===== src/rtl/oef_pkg.sv =====
// ----------------------------------------------------------------------------
// oef_pkg: shared types and constants for the one-euro filter channel
// Datapath widths, micro-op codes, register indexes and the command and
// status structs that connect the controller and the datapath.
// ----------------------------------------------------------------------------
package oef_pkg;

	// configuration register widths
	localparam int MODE_W     = 4;
	localparam int CUT_W      = 32;
	localparam int GAIN_W     = 24;
	localparam int FS_W       = 16;
	localparam int CFG_IDX_W  = 3;
	localparam int CFG_DATA_W = 32;

	localparam logic [FS_W-1:0] FS_RESET = 16'd10;

	// register indexes
	localparam logic [CFG_IDX_W-1:0] REG_MODE  = 3'd0;
	localparam logic [CFG_IDX_W-1:0] REG_MINC  = 3'd1;
	localparam logic [CFG_IDX_W-1:0] REG_GAIN  = 3'd2;
	localparam logic [CFG_IDX_W-1:0] REG_DCUT  = 3'd3;
	localparam logic [CFG_IDX_W-1:0] REG_FS    = 3'd4;

	// filter modes
	localparam logic [MODE_W-1:0] MODE_PASS    = 4'd0;
	localparam logic [MODE_W-1:0] MODE_LOWPASS = 4'd1;
	localparam logic [MODE_W-1:0] MODE_EURO    = 4'd2;
	localparam logic [MODE_W-1:0] MODE_HYST    = 4'd3;

	// fixed-point scaling
	localparam int Q_BITS     = 16;              // w and fs scaling
	localparam int ALPHA_BITS = 16;              // alpha fraction bits
	localparam int ALPHA_W    = ALPHA_BITS + 1;  // alpha in [0, 1.0]
	localparam int RATE_W     = 32;              // smoothed and raw rate

	localparam logic [RATE_W-1:0] RATE_MAX = 32'h7FFF_FFFF;
	localparam logic [RATE_W-1:0] RATE_MIN = 32'h8000_0000;

	// 2*pi in Q.16
	localparam int TWO_PI_W = 19;
	localparam logic [TWO_PI_W-1:0] TWO_PI_Q16 = 19'd411775;

	// shared multiplier: signed 34 x signed 25
	localparam int MA_W   = 34;
	localparam int MB_W   = 25;
	localparam int PROD_W = MA_W + MB_W;
	localparam int ACC_W  = PROD_W + 1;
	localparam int Y_W    = ACC_W - ALPHA_BITS;

	// alpha division: w (35b), den (36b), numerator (52b)
	localparam int W_W    = CUT_W + TWO_PI_W - Q_BITS;
	localparam int DEN_W  = W_W + 1;
	localparam int NUM_W  = W_W + ALPHA_BITS + 1;
	localparam int REM_W  = DEN_W + 1;

	localparam int DIV_STEPS = ALPHA_W;
	localparam int DIV_CNT_W = $clog2(DIV_STEPS);
	localparam logic [DIV_CNT_W-1:0] DIV_LAST = DIV_CNT_W'(DIV_STEPS - 1);

	// micro-ops
	localparam int OP_W = 4;
	localparam logic [OP_W-1:0] OP_NOP      = 4'd0;
	localparam logic [OP_W-1:0] OP_LOAD     = 4'd1;
	localparam logic [OP_W-1:0] OP_RATE_MUL = 4'd2;
	localparam logic [OP_W-1:0] OP_RATE_SAT = 4'd3;
	localparam logic [OP_W-1:0] OP_W_MUL    = 4'd4;
	localparam logic [OP_W-1:0] OP_W_DEN    = 4'd5;
	localparam logic [OP_W-1:0] OP_DIV_INIT = 4'd6;
	localparam logic [OP_W-1:0] OP_DIV_STEP = 4'd7;
	localparam logic [OP_W-1:0] OP_LP_MUL   = 4'd8;
	localparam logic [OP_W-1:0] OP_LP_FIN   = 4'd9;
	localparam logic [OP_W-1:0] OP_GAIN_MUL = 4'd10;
	localparam logic [OP_W-1:0] OP_GAIN_CUT = 4'd11;
	localparam logic [OP_W-1:0] OP_PASS     = 4'd12;
	localparam logic [OP_W-1:0] OP_HYST     = 4'd13;
	localparam logic [OP_W-1:0] OP_EMIT     = 4'd14;

	// cutoff source for the alpha computation
	localparam int CSEL_W = 2;
	localparam logic [CSEL_W-1:0] CUT_MIN   = 2'd0;
	localparam logic [CSEL_W-1:0] CUT_DERIV = 2'd1;
	localparam logic [CSEL_W-1:0] CUT_ADAPT = 2'd2;

	typedef struct packed {
		logic [OP_W-1:0]   op;
		logic [CSEL_W-1:0] cut_sel;
		logic              lp_sample;  // 1: lowpass the sample, 0: the rate
	} oef_cmd_t;

	typedef struct packed {
		logic [MODE_W-1:0] mode;
	} oef_stat_t;

endpackage


===== src/rtl/oef_ctrl.sv =====
// ----------------------------------------------------------------------------
// oef_ctrl: sequencer for the one-euro filter channel
// Walks each sample through its mode's micro-op sequence and owns the
// channel handshakes and the output valid flag.
// ----------------------------------------------------------------------------
module oef_ctrl (
	input  logic               clk,
	input  logic               arst_n,
	input  logic               in_valid,
	output logic               in_stall,
	output logic               out_valid,
	input  logic               out_stall,
	output logic               cfg_ready,
	input  oef_pkg::oef_stat_t stat,
	output oef_pkg::oef_cmd_t  cmd
);

	localparam int ST_W = 4;
	localparam logic [ST_W-1:0] S_IDLE     = 4'd0;
	localparam logic [ST_W-1:0] S_RATE_MUL = 4'd1;
	localparam logic [ST_W-1:0] S_RATE_SAT = 4'd2;
	localparam logic [ST_W-1:0] S_W_MUL    = 4'd3;
	localparam logic [ST_W-1:0] S_W_DEN    = 4'd4;
	localparam logic [ST_W-1:0] S_DIV_INIT = 4'd5;
	localparam logic [ST_W-1:0] S_DIV_STEP = 4'd6;
	localparam logic [ST_W-1:0] S_LP_MUL   = 4'd7;
	localparam logic [ST_W-1:0] S_LP_FIN   = 4'd8;
	localparam logic [ST_W-1:0] S_GAIN_MUL = 4'd9;
	localparam logic [ST_W-1:0] S_GAIN_CUT = 4'd10;
	localparam logic [ST_W-1:0] S_PASS     = 4'd11;
	localparam logic [ST_W-1:0] S_HYST     = 4'd12;
	localparam logic [ST_W-1:0] S_EMIT     = 4'd13;

	logic [ST_W-1:0]                state_q, state_n;
	logic [oef_pkg::DIV_CNT_W-1:0]  cnt_q, cnt_n;
	logic [oef_pkg::CSEL_W-1:0]     csel_q, csel_n;
	logic                           lps_q, lps_n;
	logic                           out_valid_q;
	logic                           emit;
	logic [oef_pkg::OP_W-1:0]       op;

	always_comb begin
		state_n = state_q;
		cnt_n   = cnt_q;
		csel_n  = csel_q;
		lps_n   = lps_q;
		op      = oef_pkg::OP_NOP;
		emit    = 1'b0;
		unique case (state_q)
			S_IDLE: begin
				if (in_valid) begin
					op = oef_pkg::OP_LOAD;
					priority if (stat.mode == oef_pkg::MODE_LOWPASS) begin
						state_n = S_W_MUL;
						csel_n  = oef_pkg::CUT_MIN;
						lps_n   = 1'b1;
					end else if (stat.mode == oef_pkg::MODE_EURO) begin
						state_n = S_RATE_MUL;
						csel_n  = oef_pkg::CUT_DERIV;
						lps_n   = 1'b0;
					end else if (stat.mode == oef_pkg::MODE_HYST) begin
						state_n = S_HYST;
					end else begin
						state_n = S_PASS;
					end
				end
			end
			S_RATE_MUL: begin
				op      = oef_pkg::OP_RATE_MUL;
				state_n = S_RATE_SAT;
			end
			S_RATE_SAT: begin
				op      = oef_pkg::OP_RATE_SAT;
				state_n = S_W_MUL;
			end
			S_W_MUL: begin
				op      = oef_pkg::OP_W_MUL;
				state_n = S_W_DEN;
			end
			S_W_DEN: begin
				op      = oef_pkg::OP_W_DEN;
				state_n = S_DIV_INIT;
			end
			S_DIV_INIT: begin
				op      = oef_pkg::OP_DIV_INIT;
				cnt_n   = '0;
				state_n = S_DIV_STEP;
			end
			S_DIV_STEP: begin
				op = oef_pkg::OP_DIV_STEP;
				if (cnt_q == oef_pkg::DIV_LAST) begin
					state_n = S_LP_MUL;
				end else begin
					cnt_n = cnt_q + 1'b1;
				end
			end
			S_LP_MUL: begin
				op      = oef_pkg::OP_LP_MUL;
				state_n = S_LP_FIN;
			end
			S_LP_FIN: begin
				op = oef_pkg::OP_LP_FIN;
				if (lps_q) begin
					state_n = S_EMIT;
				end else begin
					state_n = S_GAIN_MUL;
					csel_n  = oef_pkg::CUT_ADAPT;
					lps_n   = 1'b1;
				end
			end
			S_GAIN_MUL: begin
				op      = oef_pkg::OP_GAIN_MUL;
				state_n = S_GAIN_CUT;
			end
			S_GAIN_CUT: begin
				op      = oef_pkg::OP_GAIN_CUT;
				state_n = S_W_MUL;
			end
			S_PASS: begin
				op      = oef_pkg::OP_PASS;
				state_n = S_EMIT;
			end
			S_HYST: begin
				op      = oef_pkg::OP_HYST;
				state_n = S_EMIT;
			end
			S_EMIT: begin
				// wait until the output register is free or being drained
				if (!out_valid_q || !out_stall) begin
					op      = oef_pkg::OP_EMIT;
					emit    = 1'b1;
					state_n = S_IDLE;
				end
			end
			default: begin
				state_n = S_IDLE;
			end
		endcase
	end

	always_ff @(posedge clk or negedge arst_n) begin
		if (!arst_n) begin
			state_q     <= S_IDLE;
			cnt_q       <= '0;
			csel_q      <= oef_pkg::CUT_MIN;
			lps_q       <= 1'b0;
			out_valid_q <= 1'b0;
		end else begin
			state_q <= state_n;
			cnt_q   <= cnt_n;
			csel_q  <= csel_n;
			lps_q   <= lps_n;
			if (emit) begin
				out_valid_q <= 1'b1;
			end else if (!out_stall) begin
				out_valid_q <= 1'b0;
			end
		end
	end

	assign in_stall      = (state_q != S_IDLE);
	assign cfg_ready     = (state_q == S_IDLE);
	assign out_valid     = out_valid_q;
	assign cmd.op        = op;
	assign cmd.cut_sel   = csel_q;
	assign cmd.lp_sample = lps_q;

endmodule


===== config.mk =====
export PLATFORM = sky130hd
export DESIGN_NAME = oef_ctrl
export DESIGN_NICKNAME = d
export VERILOG_FILES = /design/src/rtl/oef_pkg.sv /design/src/rtl/oef_ctrl.sv
export SDC_FILE = /design/constraint.sdc
export NUM_CORES = 1
export LEC_CHECK = 0
export BUFFER_PORTS_ARGS = -buffer_cell sky130_fd_sc_hd__buf_2
export CAP_MARGIN = 30
export CORE_MARGIN = 1.5
export CORE_UTILIZATION = 45
export DETAILED_ROUTE_END_ITERATION = 10
export PLACE_DENSITY = 0.67
export RECOVER_POWER = 100
export SKIP_CTS_REPAIR_TIMING = 1
export SLEW_MARGIN = 25
export SYNTH_ARGS = -nofsm -noshare
export SYNTH_HDL_FRONTEND = slang
export SYNTH_SLANG_ARGS = --single-unit

===== constraint.sdc =====
create_clock -name clk -period 3.3 [get_ports clk]
set_input_delay 0.33 -clock clk [delete_from_list [all_inputs] [get_ports clk]]
set_output_delay 0.33 -clock clk [all_outputs]
set_load 0.01 [all_outputs]

# ---- Word level (Yosys, flattened, before mapping)
# Cells that the tools add are included.
dict set report op_classes {
  n_addsub 1
  mul 0
  div 0
  n_lt_le_gt_ge 0
  eq_ne 24
  n_shift 0
  n_mux 26
  bitwise 0
  n_reduce_logical 13
}
# op count
set op_table {}
lappend op_table {{$pmux 4 s14} 1}
lappend op_table {{$pmux 4 s12} 1}
lappend op_table {{$eq 4x4->1 const B} 6}
lappend op_table {{$mux 4} 6}
lappend op_table {{$eq 4x2->1 const B} 4}
lappend op_table {{$eq 4x3->1 const B} 4}
lappend op_table {{$ne 2x2->1 const B} 5}
lappend op_table {{$pmux 5 s2} 1}
lappend op_table {{$eq 4x1->1 const B} 2}
lappend op_table {{$mux 1} 8}
lappend op_table {{$mux 2} 4}
lappend op_table {{$mux 3} 2}
lappend op_table {{$reduce_and 3->1} 2}
lappend op_table {{$add 5x1->5 const B} 1}
lappend op_table {{$eq 5x5->1 const B} 1}
lappend op_table {{$mux 5} 1}
lappend op_table {{$logic_not 4->1} 1}
lappend op_table {{$pmux 2 s2} 1}
lappend op_table {{$reduce_and 4->1} 1}
lappend op_table {{$reduce_bool 2->1} 2}
lappend op_table {{$reduce_bool 4->1} 1}
lappend op_table {{$reduce_or 2->1} 2}
lappend op_table {{$ne 3x1->1 const B} 1}
lappend op_table {{$logic_not 1->1} 2}
lappend op_table {{4 further kinds} 4}
dict set report word_totals {
  ff_bits 13
  latchBits 0
  ramBits 0
  mem_bits_ro 0
  inputBits 8
  out_inout_bits 10
  word_cells 69
  memories 0
}

# ---- Logic depth before layout (Yosys ltp)
dict set report logic_depth {
  word_depth 6
  mapped_depth 6
}

# ---- Worst setup path before layout
# OpenSTA, ideal clock, no wires.
dict set report synth_timing {
  path_type {register to output}
  startpoint {reg state_q[0]}
  endpoint {out cmd[5] (netlist name)}
  t_arrival_ns 1.133
  t_required_ns 2.970
  slack_ns 1.837
  path_stages_with_launch 5
  cell_sequence {dfrtp_1 buf_2 and3_1 nand2_1 a311o_1}
}
# item line_no
set synth_lines {}
lappend synth_lines {{start, declared} oef_ctrl.sv:34} ;# logic [ST_W-1:0] state_q, state_n;
lappend synth_lines {{start signal, assigned} oef_ctrl.sv:149} ;# state_q <= state_n;
lappend synth_lines {{end, declared} oef_ctrl.sv:15} ;# output oef_pkg::oef_cmd_t cmd

# ---- Worst setup path in the final report
dict set report layout_timing {
  startpoint {reg state_q[1]}
  endpoint {out cfg_ready}
}
dict set report layout_between {
  elab_chain_cells 1
}
# item line_no
set layout_rtl {}
lappend layout_rtl {{$logic_not 4->1} oef_ctrl.sv:162} ;# assign cfg_ready = (state_q == S_IDLE);
lappend layout_rtl {{end, declared} oef_ctrl.sv:13} ;# output logic cfg_ready,
# Every way passes these cells.

==> impl_metrics.toml <==
[status]
run_status = "finished, final reports clean"

[timing]
hold_viol = 0
fin_crit_ps = 1964
setup_viol = 0
fin_crit_sh_pct = 59.51
worst-slew-pin-transition_ps = 681.4
max_freq_mhz = 509.2
maxSlewHeadroom_pct = 54.57
rsz0062_at_grt = "no"
drv_slew = 0
clock_skew_ps = 5.000
fin_setup_tns_ps = 0
holdWs_ps = 329.6

[floorplanning]
rows = 15
die_y_um = 47.65
io_pins = 18
die_x_um = 47.65
start_util_pct = 49.79
core-area_mm2 = 0.001802
dieArea_mm2 = 0.002271

[power_and_ir_drop]
p_leak_nw = 0.4482
power.switching_mw = 0.3597
pwr-share-comb_pct = 49.6
finalPower_mw = 0.7733
p_sw_share_pct = 46.51
p_seq_share_pct = 38.1
ir_drop_uv = 435.7
p_per_area_mw_per_mm2 = 774.5
pwr-share-clk_pct = 12.3
internal_power_mw = 0.4136

[setup_path]
crit_slowest_cell = "or4_1"
worst_setup_path_end_kind = "output port"
path_class = "reg2out"
cp_cell_sequence = "or4_1 -> inv_1 -> clkbuf_1"
crit_buf_inv = 2
cpPeakStageDelay_ps = 630
path_delay_family = "simple AND/OR/NAND/NOR gates"
critPathLaunchType = "flip-flop"
path_max_fanout = 13
worstPathRequired_ps = 2970
cp.arrival_ps = 1630

[global_route]
grt_pass1_vias = 711
grt_antenna_before_repair = 0
grt_pass1_wl_mm = 3.063
grt_use_total_pct = 19.45
grt_max_degree = 17
overflow = 0

[cells_and_area]
drive_gt1_share_pct = 9.016
fin_cells = 147
fin_nets = 133
n_antenna_cell = 0
design_area_um2 = 998.5
syn_to_final_growth_pct = 11.30

[route]
viasPerCell = 5.578
drt_iter0_drc = 15
vias = 820
detail-route-antenna-nets = 0
first_pass_iters = 4
wl_per_cell_um = 12.87
finalWirelength_mm = 1.892
drc = 0

[logic_synthesis]
synth-compound-area-share_pct = 24.13
synth_top_family_by_area = "simple AND/OR/NAND/NOR gates"
yosysSeqAreaShare_pct = 36.26
synthAdderAreaFrac_pct = 2.789
ys_top_cells_by_area = "dfrtp_1, nand2_1, o21ai_1"
yosys.area.top_type_share_pct = 36.26
synth_cells = 105
yosys.area_share.simple_pct = 25.66
ys_ff_latch = 13
synth_cell_types = 41
yosysTopAreaCell = "dfrtp_1"
syn_nets = 115
avgSynthCellArea_um2 = 8.544
ys_warn_count = 0
synthXorXnorAreaFrac_pct = 1.953
synth_area_um2 = 897.1
synth_edf_count = 0
synth-async-reset-ratio_pct = 100.0
synth.area.mux_share_pct = 3.347
synth_top_flop_cell = "dfrtp_1"

[worst_hold_path]
hold_path.class = "in2reg"

[clock_tree]
path_clk_slew_ps = 80
htreeDepth = 1
cts_tree = "done"
cts_root_buf = "clkbuf_4"
cts_made_buffers = 3
clock_path_buffers = 2
clk_latency_ps = 270
cts_sinks = 13

[placed_design]
dp.cells = 142
post_dp_cell_area_um2 = 983.4
routabilityCongestion = 0.7940
hpwl_mm = 1.456
port_buffers = 17

[job]
cap_violations = 0
==> sequential cells by signal, summed over array words and instances, names as in the netlist <==
signal / flops
cnt_q: 5
state_q: 4
csel_q: 2
lps_q: 1
out_valid: 1
==> cells in the mapped netlist, drive strengths merged (2+ instances only) <==
| library cell | instances |
|---|---|
| o31ai | 3 |
| o211ai | 2 |
| dfrtp | 13 |
| nand3 | 4 |
| o21a | 2 |
| mux2i | 3 |
| inv | 6 |
| ha | 2 |
| nand2 | 13 |
| a21oi | 3 |
| nand2b | 3 |
| o21ai | 11 |
| nand4 | 2 |
| nor2 | 9 |
| buf | 5 |
==> placed cells by master, fill, tap and decap left out, drive strengths merged, types with 2 or more instances in the layout <==
cell,synthesis,layout
a21oi,3,3
buf,5,6
ha,2,2
o21ai,11,11
o31ai,3,3
nand2,13,13
mux2i,3,3
clkbuf,0,14
o21a,2,2
o211ai,2,2
nand2b,3,3
nand3,4,4
inv,6,6
nor2,9,9
dfrtp,13,13
nand4,2,2
==> path summary, 6_finish.rpt <==
kind | cells past startpoint | from | slack, ps | endpoint
min in group asynchronous | 2 | arst_n | 600 | state_q[2]
worst max-delay path | 3 | state_q[1] | 1340 | cfg_ready
worst min register to register | 1 | cnt_q[4] | 500 | cnt_q[4]
worst max register to register | 4 | state_q[1] | 1610 | state_q[3]
max in group asynchronous | 2 | arst_n | 2260 | cnt_q[4]
worst min-delay path | 3 | out_stall | 330 | out_valid
==> worst register-to-register path: stages, from the launching register on <==
cell      delay (ps)
dfrtp_1          510
or4_1            630
o22ai_2          190
nand2b_1         140
o21ai_0          100
==> logic make-up after synthesis <==
family | count (synthesis)
buffers and inverters | 11
flip-flops | 13
AND/OR/NAND/NOR | 43
multiplexers | 3
adder cells (fa/ha/maj) | 2
AO/OA/AOI/OAI | 31
XOR/XNOR | 2
==> layer usage <==
layer / wire [um] / vias to the layer above / global-route usage, %
met1: 912 / 382 / 26.19
li1: - / 420 / -
met3: 64 / 4 / 2.264
met4: 24 / 0 / 8.108
met5: 0 / - / 0
met2: 890 / 14 / 31.89
==> power groups by stage <==
stage          clock, mW  combinational [mW]  sequential [mW]
2_1_floorplan          0               0.360            0.241
3_3_place_gp           0               0.407            0.294
3_5_place_dp           0               0.410            0.300
4_1_cts           0.0992               0.411            0.296
5_1_grt            0.106               0.439            0.301
6_report          0.0952               0.384            0.294
==> layout make-up <==
cell class / instances / area [um^2]
Clock buffer: 3 / 22.52
Inverter: 6 / 22.52
Fill cell: 177 / 803.3
Multi-Input combinational cell: 81 / 510.5
Clock inverter: 1 / 5.005
Timing Repair Buffer: 18 / 81.33
Sequential cell: 13 / 325.3
Tap cell: 25 / 31.28
==> through the flow <==
stage	utilization [%]	setup slack [ps]
detailed placement	54.58	1630
global route	55.42	1250
floorplan	-	1837
global placement	54.58	1664
CTS	56.11	1332
finish	55.42	1336
(Power assumes the default switching activity.)
