===== src/rtl/oef_pkg.sv =====
// ----------------------------------------------------------------------------
// oef_pkg: shared types and constants for the one-euro filter channel
// Datapath widths, micro-op codes, register indexes and the command and
// status structs that connect the controller and the datapath.
// ----------------------------------------------------------------------------
package oef_pkg;

	// configuration register widths
	localparam int MODE_W     = 4;
	localparam int CUT_W      = 32;
	localparam int GAIN_W     = 24;
	localparam int FS_W       = 16;
	localparam int CFG_IDX_W  = 3;
	localparam int CFG_DATA_W = 32;

	localparam logic [FS_W-1:0] FS_RESET = 16'd10;

	// register indexes
	localparam logic [CFG_IDX_W-1:0] REG_MODE  = 3'd0;
	localparam logic [CFG_IDX_W-1:0] REG_MINC  = 3'd1;
	localparam logic [CFG_IDX_W-1:0] REG_GAIN  = 3'd2;
	localparam logic [CFG_IDX_W-1:0] REG_DCUT  = 3'd3;
	localparam logic [CFG_IDX_W-1:0] REG_FS    = 3'd4;

	// filter modes
	localparam logic [MODE_W-1:0] MODE_PASS    = 4'd0;
	localparam logic [MODE_W-1:0] MODE_LOWPASS = 4'd1;
	localparam logic [MODE_W-1:0] MODE_EURO    = 4'd2;
	localparam logic [MODE_W-1:0] MODE_HYST    = 4'd3;

	// fixed-point scaling
	localparam int Q_BITS     = 16;              // w and fs scaling
	localparam int ALPHA_BITS = 16;              // alpha fraction bits
	localparam int ALPHA_W    = ALPHA_BITS + 1;  // alpha in [0, 1.0]
	localparam int RATE_W     = 32;              // smoothed and raw rate

	localparam logic [RATE_W-1:0] RATE_MAX = 32'h7FFF_FFFF;
	localparam logic [RATE_W-1:0] RATE_MIN = 32'h8000_0000;

	// 2*pi in Q.16
	localparam int TWO_PI_W = 19;
	localparam logic [TWO_PI_W-1:0] TWO_PI_Q16 = 19'd411775;

	// shared multiplier: signed 34 x signed 25
	localparam int MA_W   = 34;
	localparam int MB_W   = 25;
	localparam int PROD_W = MA_W + MB_W;
	localparam int ACC_W  = PROD_W + 1;
	localparam int Y_W    = ACC_W - ALPHA_BITS;

	// alpha division: w (35b), den (36b), numerator (52b)
	localparam int W_W    = CUT_W + TWO_PI_W - Q_BITS;
	localparam int DEN_W  = W_W + 1;
	localparam int NUM_W  = W_W + ALPHA_BITS + 1;
	localparam int REM_W  = DEN_W + 1;

	localparam int DIV_STEPS = ALPHA_W;
	localparam int DIV_CNT_W = $clog2(DIV_STEPS);
	localparam logic [DIV_CNT_W-1:0] DIV_LAST = DIV_CNT_W'(DIV_STEPS - 1);

	// micro-ops
	localparam int OP_W = 4;
	localparam logic [OP_W-1:0] OP_NOP      = 4'd0;
	localparam logic [OP_W-1:0] OP_LOAD     = 4'd1;
	localparam logic [OP_W-1:0] OP_RATE_MUL = 4'd2;
	localparam logic [OP_W-1:0] OP_RATE_SAT = 4'd3;
	localparam logic [OP_W-1:0] OP_W_MUL    = 4'd4;
	localparam logic [OP_W-1:0] OP_W_DEN    = 4'd5;
	localparam logic [OP_W-1:0] OP_DIV_INIT = 4'd6;
	localparam logic [OP_W-1:0] OP_DIV_STEP = 4'd7;
	localparam logic [OP_W-1:0] OP_LP_MUL   = 4'd8;
	localparam logic [OP_W-1:0] OP_LP_FIN   = 4'd9;
	localparam logic [OP_W-1:0] OP_GAIN_MUL = 4'd10;
	localparam logic [OP_W-1:0] OP_GAIN_CUT = 4'd11;
	localparam logic [OP_W-1:0] OP_PASS     = 4'd12;
	localparam logic [OP_W-1:0] OP_HYST     = 4'd13;
	localparam logic [OP_W-1:0] OP_EMIT     = 4'd14;

	// cutoff source for the alpha computation
	localparam int CSEL_W = 2;
	localparam logic [CSEL_W-1:0] CUT_MIN   = 2'd0;
	localparam logic [CSEL_W-1:0] CUT_DERIV = 2'd1;
	localparam logic [CSEL_W-1:0] CUT_ADAPT = 2'd2;

	typedef struct packed {
		logic [OP_W-1:0]   op;
		logic [CSEL_W-1:0] cut_sel;
		logic              lp_sample;  // 1: lowpass the sample, 0: the rate
	} oef_cmd_t;

	typedef struct packed {
		logic [MODE_W-1:0] mode;
	} oef_stat_t;

endpackage


===== src/rtl/oef_dp.sv =====
// ----------------------------------------------------------------------------
// oef_dp: datapath for the one-euro filter channel
// Configuration and filter state, one shared multiplier, a one-bit-per-cycle
// restoring divider for alpha, saturation and the output register.
// ----------------------------------------------------------------------------
module oef_dp #(
	parameter int SAMPLE_WIDTH = 24,
	parameter int FRAC_BITS    = 16
) (
	input  logic                                  clk,
	input  logic                                  arst_n,
	input  oef_pkg::oef_cmd_t                     cmd,
	output oef_pkg::oef_stat_t                    stat,
	input  logic signed [SAMPLE_WIDTH-1:0]        sample,
	input  logic                                  cfg_we,
	input  logic [oef_pkg::CFG_IDX_W-1:0]         cfg_index,
	input  logic [oef_pkg::CFG_DATA_W-1:0]        cfg_data,
	output logic signed [SAMPLE_WIDTH-1:0]        filtered
);

	localparam int SW    = SAMPLE_WIDTH;
	localparam int MAW   = oef_pkg::MA_W;
	localparam int MBW   = oef_pkg::MB_W;
	localparam int PW    = oef_pkg::PROD_W;
	localparam int AW    = oef_pkg::ACC_W;
	localparam int YW    = oef_pkg::Y_W;
	localparam int RW    = oef_pkg::RATE_W;
	localparam int CW    = oef_pkg::CUT_W;
	localparam int WW    = oef_pkg::W_W;
	localparam int DW    = oef_pkg::DEN_W;
	localparam int NW    = oef_pkg::NUM_W;
	localparam int RMW   = oef_pkg::REM_W;
	localparam int ALW   = oef_pkg::ALPHA_W;
	localparam int ALB   = oef_pkg::ALPHA_BITS;
	localparam int QB    = oef_pkg::Q_BITS;

	// hysteresis thresholds and the saturated 1.0
	localparam logic signed [63:0] HI_T_L = ((64'sd6 <<< FRAC_BITS) + 64'sd5) / 64'sd10;
	localparam logic signed [63:0] LO_T_L = ((64'sd4 <<< FRAC_BITS) + 64'sd5) / 64'sd10;
	localparam logic signed [63:0] SMAX_L = (64'sd1 <<< (SAMPLE_WIDTH - 1)) - 64'sd1;
	localparam logic signed [63:0] ONE_L  = 64'sd1 <<< FRAC_BITS;
	localparam logic signed [63:0] ONE_SL = (ONE_L > SMAX_L) ? SMAX_L : ONE_L;

	localparam logic signed [MAW-1:0] HI_T    = HI_T_L[MAW-1:0];
	localparam logic signed [MAW-1:0] LO_T    = LO_T_L[MAW-1:0];
	localparam logic signed [SW-1:0]  ONE_SAT = ONE_SL[SW-1:0];
	localparam logic signed [SW-1:0]  SMAX    = {1'b0, {(SW-1){1'b1}}};
	localparam logic signed [SW-1:0]  SMIN    = {1'b1, {(SW-1){1'b0}}};
	localparam logic [AW-1:0]         RND     = AW'(1) << (ALB - 1);

	// configuration
	logic [oef_pkg::MODE_W-1:0] mode_q;
	logic [CW-1:0]              minc_q, dcut_q;
	logic [oef_pkg::GAIN_W-1:0] gain_q;
	logic [oef_pkg::FS_W-1:0]   fs_q;
	logic                       cfg_hit;

	// filter state
	logic signed [SW-1:0] last_q, held_q;
	logic signed [RW-1:0] smooth_q;

	// working registers
	logic signed [SW-1:0]  x_q, filtered_q;
	logic signed [RW-1:0]  rate_q;
	logic signed [PW-1:0]  p_q;
	logic [CW-1:0]         cut_q;
	logic [WW-1:0]         w_q;
	logic                  wz_q;
	logic [DW-1:0]         den_q, rem_q;
	logic [ALW-1:0]        nlo_q, q_q;

	// combinational
	logic signed [MAW-1:0] x_e, last_e, held_e, rate_e, smooth_e, prev_e;
	logic signed [MAW-1:0] mul_a;
	logic signed [MBW-1:0] mul_b;
	logic signed [PW-1:0]  mul_p;
	logic [ALW-1:0]        alpha;
	logic [RW-1:0]         mag;
	logic [CW-1:0]         fc;
	logic [RW-1:0]         rate_sat;
	logic [PW-RW:0]        p_hi;
	logic signed [AW-1:0]  acc;
	logic signed [YW-1:0]  y;
	logic [YW-SW:0]        y_hi_s;
	logic [YW-RW:0]        y_hi_r;
	logic signed [SW-1:0]  y_s;
	logic signed [RW-1:0]  y_r;
	logic [PW-1:0]         cut_sum;
	logic [CW-1:0]         cut_n;
	logic [WW-1:0]         w_n;
	logic [DW-1:0]         den_n;
	logic [NW-1:0]         num;
	logic [RMW-1:0]        t;
	logic [RMW-1:0]        t_sub;
	logic                  ge;
	logic                  pass_src;

	assign x_e      = {{(MAW-SW){x_q[SW-1]}}, x_q};
	assign last_e   = {{(MAW-SW){last_q[SW-1]}}, last_q};
	assign held_e   = {{(MAW-SW){held_q[SW-1]}}, held_q};
	assign rate_e   = {{(MAW-RW){rate_q[RW-1]}}, rate_q};
	assign smooth_e = {{(MAW-RW){smooth_q[RW-1]}}, smooth_q};
	assign prev_e   = cmd.lp_sample ? held_e : smooth_e;

	assign alpha = wz_q ? '0 : q_q;
	assign mag   = smooth_q[RW-1] ? (~smooth_q + 1'b1) : smooth_q;

	always_comb begin
		unique case (cmd.cut_sel)
			oef_pkg::CUT_MIN:   fc = minc_q;
			oef_pkg::CUT_DERIV: fc = dcut_q;
			default:            fc = cut_q;
		endcase
	end

	// shared multiplier operand select
	always_comb begin
		mul_a = '0;
		mul_b = '0;
		unique case (cmd.op)
			oef_pkg::OP_RATE_MUL: begin
				mul_a = x_e - last_e;
				mul_b = MBW'(fs_q);
			end
			oef_pkg::OP_W_MUL: begin
				mul_a = MAW'(fc);
				mul_b = MBW'(oef_pkg::TWO_PI_Q16);
			end
			oef_pkg::OP_LP_MUL: begin
				mul_a = cmd.lp_sample ? (x_e - held_e) : (rate_e - smooth_e);
				mul_b = MBW'(alpha);
			end
			oef_pkg::OP_GAIN_MUL: begin
				mul_a = MAW'(mag);
				mul_b = MBW'(gain_q);
			end
			default: begin
				mul_a = '0;
				mul_b = '0;
			end
		endcase
	end

	assign mul_p = mul_a * mul_b;

	// raw rate saturation
	assign p_hi     = p_q[PW-1:RW-1];
	assign rate_sat = ((&p_hi) | ~(|p_hi)) ? p_q[RW-1:0]
	                : (p_q[PW-1] ? oef_pkg::RATE_MIN : oef_pkg::RATE_MAX);

	// lowpass: prev*2^16 + (x - prev)*alpha, rounded half up
	assign acc    = AW'(p_q) + (AW'(prev_e) <<< ALB) + RND;
	assign y      = acc[AW-1:ALB];
	assign y_hi_s = y[YW-1:SW-1];
	assign y_hi_r = y[YW-1:RW-1];
	assign y_s    = ((&y_hi_s) | ~(|y_hi_s)) ? y[SW-1:0] : (y[YW-1] ? SMIN : SMAX);
	assign y_r    = ((&y_hi_r) | ~(|y_hi_r)) ? y[RW-1:0]
	              : (y[YW-1] ? oef_pkg::RATE_MIN : oef_pkg::RATE_MAX);

	// adaptive cutoff, saturated at all ones
	assign cut_sum = PW'(minc_q) + ($unsigned(p_q) >> FRAC_BITS);
	assign cut_n   = (|cut_sum[PW-1:CW]) ? '1 : cut_sum[CW-1:0];

	// alpha = round((w << 16) / (w + fs << 16))
	assign w_n   = p_q[WW+QB-1:QB];
	assign den_n = DW'(w_n) + (DW'(fs_q) << QB);
	assign num   = (NW'(w_q) << ALB) + NW'(den_q >> 1);
	assign t     = {rem_q, nlo_q[ALW-1]};
	assign ge    = (t >= {1'b0, den_q});
	assign t_sub = t - {1'b0, den_q};

	assign pass_src = (mode_q != oef_pkg::MODE_LOWPASS) && (mode_q != oef_pkg::MODE_EURO)
	               && (mode_q != oef_pkg::MODE_HYST);

	assign cfg_hit = cfg_we && (cfg_index <= oef_pkg::REG_FS);

	// configuration and filter state
	always_ff @(posedge clk or negedge arst_n) begin
		if (!arst_n) begin
			mode_q   <= oef_pkg::MODE_PASS;
			minc_q   <= '0;
			gain_q   <= '0;
			dcut_q   <= '0;
			fs_q     <= oef_pkg::FS_RESET;
			last_q   <= '0;
			held_q   <= '0;
			smooth_q <= '0;
		end else begin
			if (cfg_we) begin
				unique case (cfg_index)
					oef_pkg::REG_MODE: mode_q <= cfg_data[oef_pkg::MODE_W-1:0];
					oef_pkg::REG_MINC: minc_q <= cfg_data[CW-1:0];
					oef_pkg::REG_GAIN: gain_q <= cfg_data[oef_pkg::GAIN_W-1:0];
					oef_pkg::REG_DCUT: dcut_q <= cfg_data[CW-1:0];
					oef_pkg::REG_FS:   fs_q   <= cfg_data[oef_pkg::FS_W-1:0];
					default: begin
					end
				endcase
			end
			if (cfg_hit) begin
				last_q   <= '0;
				held_q   <= '0;
				smooth_q <= '0;
			end else begin
				unique case (cmd.op)
					oef_pkg::OP_RATE_SAT, oef_pkg::OP_PASS: begin
						last_q <= x_q;
					end
					oef_pkg::OP_LP_FIN: begin
						if (cmd.lp_sample) begin
							held_q <= y_s;
						end else begin
							smooth_q <= y_r;
						end
					end
					oef_pkg::OP_HYST: begin
						if (x_e > HI_T) begin
							held_q <= ONE_SAT;
						end else if (x_e < LO_T) begin
							held_q <= '0;
						end
					end
					default: begin
					end
				endcase
			end
		end
	end

	// working registers
	always_ff @(posedge clk) begin
		unique case (cmd.op)
			oef_pkg::OP_LOAD: begin
				x_q <= sample;
			end
			oef_pkg::OP_RATE_MUL, oef_pkg::OP_W_MUL,
			oef_pkg::OP_LP_MUL, oef_pkg::OP_GAIN_MUL: begin
				p_q <= mul_p;
			end
			oef_pkg::OP_RATE_SAT: begin
				rate_q <= rate_sat;
			end
			oef_pkg::OP_W_DEN: begin
				w_q   <= w_n;
				wz_q  <= (w_n == '0);
				den_q <= den_n;
			end
			oef_pkg::OP_DIV_INIT: begin
				rem_q <= DW'(num[NW-1:ALW]);
				nlo_q <= num[ALW-1:0];
				q_q   <= '0;
			end
			oef_pkg::OP_DIV_STEP: begin
				rem_q <= ge ? t_sub[DW-1:0] : t[DW-1:0];
				nlo_q <= nlo_q << 1;
				q_q   <= {q_q[ALW-2:0], ge};
			end
			oef_pkg::OP_GAIN_CUT: begin
				cut_q <= cut_n;
			end
			oef_pkg::OP_EMIT: begin
				filtered_q <= pass_src ? x_q : held_q;
			end
			default: begin
			end
		endcase
	end

	assign stat.mode = mode_q;
	assign filtered  = filtered_q;

endmodule


===== config.mk =====
export PLATFORM = sky130hd
export DESIGN_NAME = oef_dp
export DESIGN_NICKNAME = d
export VERILOG_FILES = /design/src/rtl/oef_pkg.sv /design/src/rtl/oef_dp.sv
export SDC_FILE = /design/constraint.sdc
export NUM_CORES = 2
export LEC_CHECK = 0
export ABC_AREA = 0
export BUFFER_PORTS_ARGS = -buffer_cell sky130_fd_sc_hd__buf_4
export CORE_AREA = 2 2 319 558
export CTS_CLUSTER_DIAMETER = 30
export DETAILED_ROUTE_END_ITERATION = 10
export DIE_AREA = 0 0 321 560
export PLACE_DENSITY = 0.61
export REMOVE_ABC_BUFFERS = 1
export SLEW_MARGIN = 20
export SYNTH_ARGS = -nofsm -noshare
export SYNTH_HDL_FRONTEND = slang
export SYNTH_SLANG_ARGS = --single-unit

===== constraint.sdc =====
create_clock -name clk -period 9.5 [get_ports clk]
set_clock_uncertainty 0.05 [all_clocks]
set_input_delay 1.9 -clock clk [delete_from_list [all_inputs] [get_ports clk]]
set_output_delay 1.9 -clock clk [all_outputs]
set_load 0.005 [all_outputs]

Word level (Yosys, flattened, before mapping):

Cells that the tools add are included.

* flip-flop bits (word level): 501
* input bits: 69
* output and inout bits: 28
* word-level logic and storage cells: 120

* add/subtract/negate cells: 10
* $mul: 1
* $lt $le $gt $ge: 4
* equality and inequality tests: 25
* mux-type cells: 28
* bitwise logic cells: 7
* reduce and logical (&&, ||, !) cells: 26

Operators with widths (number)
* two-way mux 32 bit: 8
* two-way mux 24 bit: 9
* one-hot mux 34 bit (4 select lines): 1
* one-hot mux 24 bit (4 select lines): 1
* one-hot mux 36 bit (2 select lines): 1
* two-way mux 34 bit: 2
* one-hot mux 17 bit (2 select lines): 2
* one-hot mux 32 bit (2 select lines): 1
* adder 59 x 50 -> 60 bit: 1
* adder 60 x 16 -> 60 bit (second input constant): 1
* multiplier 34 x 25 -> 59 bit: 1
* adder 51 x 35 -> 52 bit: 1
* subtractor 24 x 24 -> 25 bit: 2
* one-hot mux 24 bit (2 select lines): 1
* adder 32 x 43 -> 44 bit: 1
* greater-or-equal comparator 37 x 36 -> 1 bit: 1
* adder 35 x 32 -> 36 bit: 1
* two-way mux 36 bit: 1
* subtractor 36 bit: 1
* zero test 35 bit: 1
* subtractor 32 x 32 -> 33 bit: 1
* adder 32 x 1 -> 32 bit (second input constant): 1
* inverter 32 bit: 1
* == test 4 bit (second input constant): 7
* other kinds (34): 53

Longest topological paths before layout:

* word-level depth: 10
* mapped depth: 45
* mapped depth without buffers: 43

Worst setup path before layout:

No wires, ideal clock.

* path type: input to register
* from: input port cmd[1] (netlist name)
* to: register p_q[58], data pin
* setup time: 260 ps
* arrival: 10520 ps
* required time: 9190 ps
* path slack: -1330 ps
* cell stages on the path: 34
* buffers on the path: 4
* path through: clkbuf_1 > clkbuf_1 > buf_1 > mux2i_1 > nor2_1 > a21oi_1 > o22ai_1 > a221o_1 > clkbuf_1 > nand2_1 > fa_1 > inv_1 > fa_1 > inv_1 > fa_1 > fa_1 > fa_1 > inv_1 > fa_1 > inv_1 > fa_1 > inv_1 > ha_1 > and3_1 > nand3_1 > or3_1 > o21ai_1 > o211ai_1 > o31a_1 > a2111oi_0 > or4_1 > a31o_2 > a21oi_1 > xnor2_1

* word-level cells in the longest chain between the ends: 4
* elaborated cells between the ends (all ways): 5
* those cells by class: mul (1); eq/ne (1); mux (2); reduce/logical (1)

RTL lines
* start, declared: RTL line oef_dp.sv:12 `input oef_pkg::oef_cmd_t cmd,`
* == test 2 x 1 -> 1 bit / zero test 2 bit (equally long branches): RTL line oef_dp.sv:109 `unique case (cmd.cut_sel)`
* one-hot mux 32 bit (2 select lines) (*): RTL line oef_dp.sv:109
* one-hot mux 34 bit (4 select lines) (*): RTL line oef_dp.sv:120 `unique case (cmd.op)`
* multiplier 34 x 25 -> 59 bit (*): RTL line oef_dp.sv:144 `assign mul_p = mul_a * mul_b;`
* net mul_p[58]: RTL line oef_dp.sv:76 `logic signed [PW-1:0] mul_p;`
* end signal, assigned: RTL line oef_dp.sv:238 `p_q <= mul_p;`
* end, declared: RTL line oef_dp.sv:65 `logic signed [PW-1:0] p_q;`

The timed path passes the listed nets; every way through them passes the cells marked *.
A chain may end at the register's enable or synchronous reset.

Worst setup path in the final report:

* from: register x_q[0]
* to: register p_q[56], data pin

* word-level cells in the longest chain between the ends: 4
* elaborated cells between the ends (all ways): 5
* those cells by class: add/sub (2); mul (1); mux (2)

RTL lines
* start, declared: RTL line oef_dp.sv:63 `logic signed [SW-1:0] x_q, filtered_q;`
* start signal, assigned: RTL line oef_dp.sv:234 `x_q <= sample;`
* subtractor 24 x 24 -> 25 bit: RTL line oef_dp.sv:130 `mul_a = cmd.lp_sample ? (x_e - held_e) : (rate_e - smooth_e);`
* two-way mux 34 bit: RTL line oef_dp.sv:130
* one-hot mux 34 bit (4 select lines) (*): RTL line oef_dp.sv:120
* multiplier 34 x 25 -> 59 bit (*): RTL line oef_dp.sv:144
* net mul_p[56]: RTL line oef_dp.sv:76

Marked as above.

==> flow_summary_export.csv <==
group,metric,value,unit
outcome,status,"complete, but fails checks",
outcome,failed_checks,"setup timing",
detailed_routing,wirelength,243.3,mm
timing,tightest_slew,1.148,ns
yosys,synth-edff-count,297,
critical_path,worstPathArrival,11.04,ns
placed_design,io_buffers,96,
critical_path,reg2reg_to,"p_q[56]",
global_route,grtUsageTotal,27.12,%
timing,rsz0062_at_grt,"yes",
finish,final_common_cell,"inv_1",
placed_design,place.gp.congestion,1.022,
finish,final_cells,9986,
global_route,antenna_found_initial,15,
finish,n_fill_cell,17080,
yosys,yosysWarningCount,0,
clock_network,clk_latency,0.69,ns
detailed_routing,drt_drc_violations_left,0,
critical_path,endpoint_kind,"flip-flop",
die,die_h,560,µm
critical_path,startpoint_type,"flip-flop",
finish,final_nets,8919,
yosys,syn-cell-area,0.06116,mm²
timing,post-route-period-util,112.1,%
yosys,synthArstFlopShare,38.76,%
placed_design,place_inst,9784,
detailed_routing,routed-via-count,53170,
timing,whs,0.4545,ns
power,power_density,151.7,mW/mm²
detailed_routing,drt-wirelength-per-cell,24.36,µm
clock_network,cts-root-buf,"clkbuf_16",
yosys,avgSynthCellArea,9.212,µm²
timing,fin_setup_tns,-26.95,ns
timing,slew_viol_final,0,
die,initial_utilization,34.83,%
finish,drive_above_1_share,22.19,%
die,core_region_area,0.1756,mm²
critical_path,reg2reg_slack,-1.15,ns
detailed_routing,drtIter0Drc,3571,
critical_path,cp_data_required_time,9.89,ns
global_route,grt_pass1_wl,359.2,mm
clock_network,cts_max_level,3,
critical_path,path_class,"reg2reg",
placed_design,place_area,0.07235,mm²
critical_path,cpLargestDelayFamily,"adder cells",
worst_hold_path,min_from,"dcut_q[13]",
power,vdd_ir_drop_max,0.1368,mV
placed_design,dp_hpwl,202.0,mm
flow_run,max_cap_violations,0,
clock_network,path_clk_slew,0.06,ns
critical_path,crit_slowest_cell,"fa_2",
detailed_routing,firstDrtPassIters,8,
clock_network,cts.sinks,485,
detailed_routing,ant_nets,0,
global_route,grt_pass1_vias,57540,
timing,setup_slack,-1.151,ns
clock_network,cts.path.max_buffers,3,
yosys,syn-instance-count,6639,
clock_network,numCtsBuffers,78,
timing,final_hold_viol_count,0,
critical_path,ff2ff_path_depth,44,
die,die_area,0.1798,mm²
die,fp-row-count,204,
timing,min_period,10.65,ns
worst_hold_path,hold_end,"dcut_q[13]",
yosys,synth-seq-cells,485,
critical_path,worstReg2RegStart,"x_q[0]",
global_route,grt_max_degree,80,
critical_path,cp_max_fo,7,
power,totalPowerFinal,11640,µW
worst_hold_path,min_path_cells,1,
finish,syn_to_final_growth,25.42,%
finish,layout_common_cells,"1158 x inv_1, 1098 x buf_4, 843 x nand2_1",
clock_network,cts_tree,"built",
power,p_leak,0.03595,µW
die,io_pins,97,
timing,setup_violations,33,
finish,stdcell_area,0.07670,mm²
critical_path,critPathMaxStageDelay,0.65,ns
worst_hold_path,hp-class,"reg2reg",
yosys,ys_types,109,
global_route,overflow,0,
timing,fmax,0.09389,GHz
yosys,ys_seq_area_share,22.28,%
yosys,synthFlopType,"edfxtp_1",
timing,slew_headroom,23.36,%
detailed_routing,viasPerCell,5.324,
die,die_w,321,µm
critical_path,critPathBufInv,13,
## logic make-up (layout without fill, tap and decap cells)
group                      Yosys count  count (layout)  synth area share [%]
muxes                              166             166                 2.942
and+or+nand+nor                   1856            1856                 13.86
AOI/OAI and AO/OA                 1185            1185                 12.86
DFF                                485             485                 22.28
xor gates and xnor gates           286             286                 4.108
other                                2              27               0.01228
adders and majority gates         1209            1209                 34.84
buffers and inverters             1450            2506                 9.106
## cells in the mapped netlist (all sizes together) (50+ instances only)
cell	n	area share, %
and2	126	1.3
xor2	97	1.4
nand2	852	5.2
inv	1178	7.2
nand4	50	0.52
buf	60	0.57
nor3	63	0.53
a21oi	316	2.6
a21o	156	1.9
nor2b	78	0.80
edfxtp	297	15
mux2i	56	0.92
mux2	110	2.0
clkbuf	212	1.3
fa	823	27
nand3	97	0.79
o21ai	266	2.2
xnor2	189	2.7
dfrtp	186	7.6
nor2	387	2.4
ha	386	7.9
nand2b	52	0.53
a221o	71	1.2
## where the power goes
group | switching, µW | internal (µW)
sequential | 236 | 2570
clock | 1330 | 1750
combinational | 3300 | 2450
## sequential cells by signal (all words and copies together), names as in the netlist, 32 cells and up
register,flops
minc_q,32
p_q,59
cut_q,32
rate_q,32
dcut_q,32
w_q,35
smooth_q,32
rem_q,36
## per-layer routing
| layer | vias up | GRT usage, % | wire (µm) |
|---|---|---|---|
| met5 | - | 0 | 46 |
| met4 | 6 | 26.02 | 29450 |
| met3 | 941 | 3.991 | 12410 |
| met2 | 2020 | 47.99 | 121600 |
| met1 | 26470 | 26.80 | 79760 |
| li1 | 23730 | - | - |
## cell type report
type                    count  area, µm²  area share, %
multi-input cells        4716      43230          56.36
flip-flops and latches    485      13630          17.76
repair buffers           1182       9724          12.68
inverters                1178       4422          5.765
well taps                2266       2835          3.696
clock buffers              81       1983          2.586
clock inverters            65      848.3          1.106
diodes                     13      32.53        0.04241
## stage by stage
step	setup WS [ns]	util, %
floorplan	-2.779	-
global placement	-2.290	41.20
detailed placement	-2.310	41.20
CTS	-1.080	43.26
global route	-1.464	43.67
finish	-1.151	43.68
## repair_timing
action | in CTS | in global routing
setup endpoints to repair | 40 | 39
hold buffers | 0 | 0
setup buffers | 21 | 26
cloned | 0 | 0
pin swaps | 108 | 137
resized for setup | 147 | 116
## how the worst max path moves through the flow
stage | startpoint | end | slack [ns] | depth (start not counted)
floorplan | cmd[3] | p_q[58] | -2.78 | 28
global placement | cmd[1] | p_q[57] | -2.29 | 38
detailed placement | x_q[0] | p_q[57] | -2.31 | 47
CTS | x_q[0] | p_q[58] | -1.08 | 45
global route | x_q[0] | p_q[57] | -1.46 | 46
finish | x_q[0] | p_q[56] | -1.15 | 44
(Power assumes the default switching activity.)
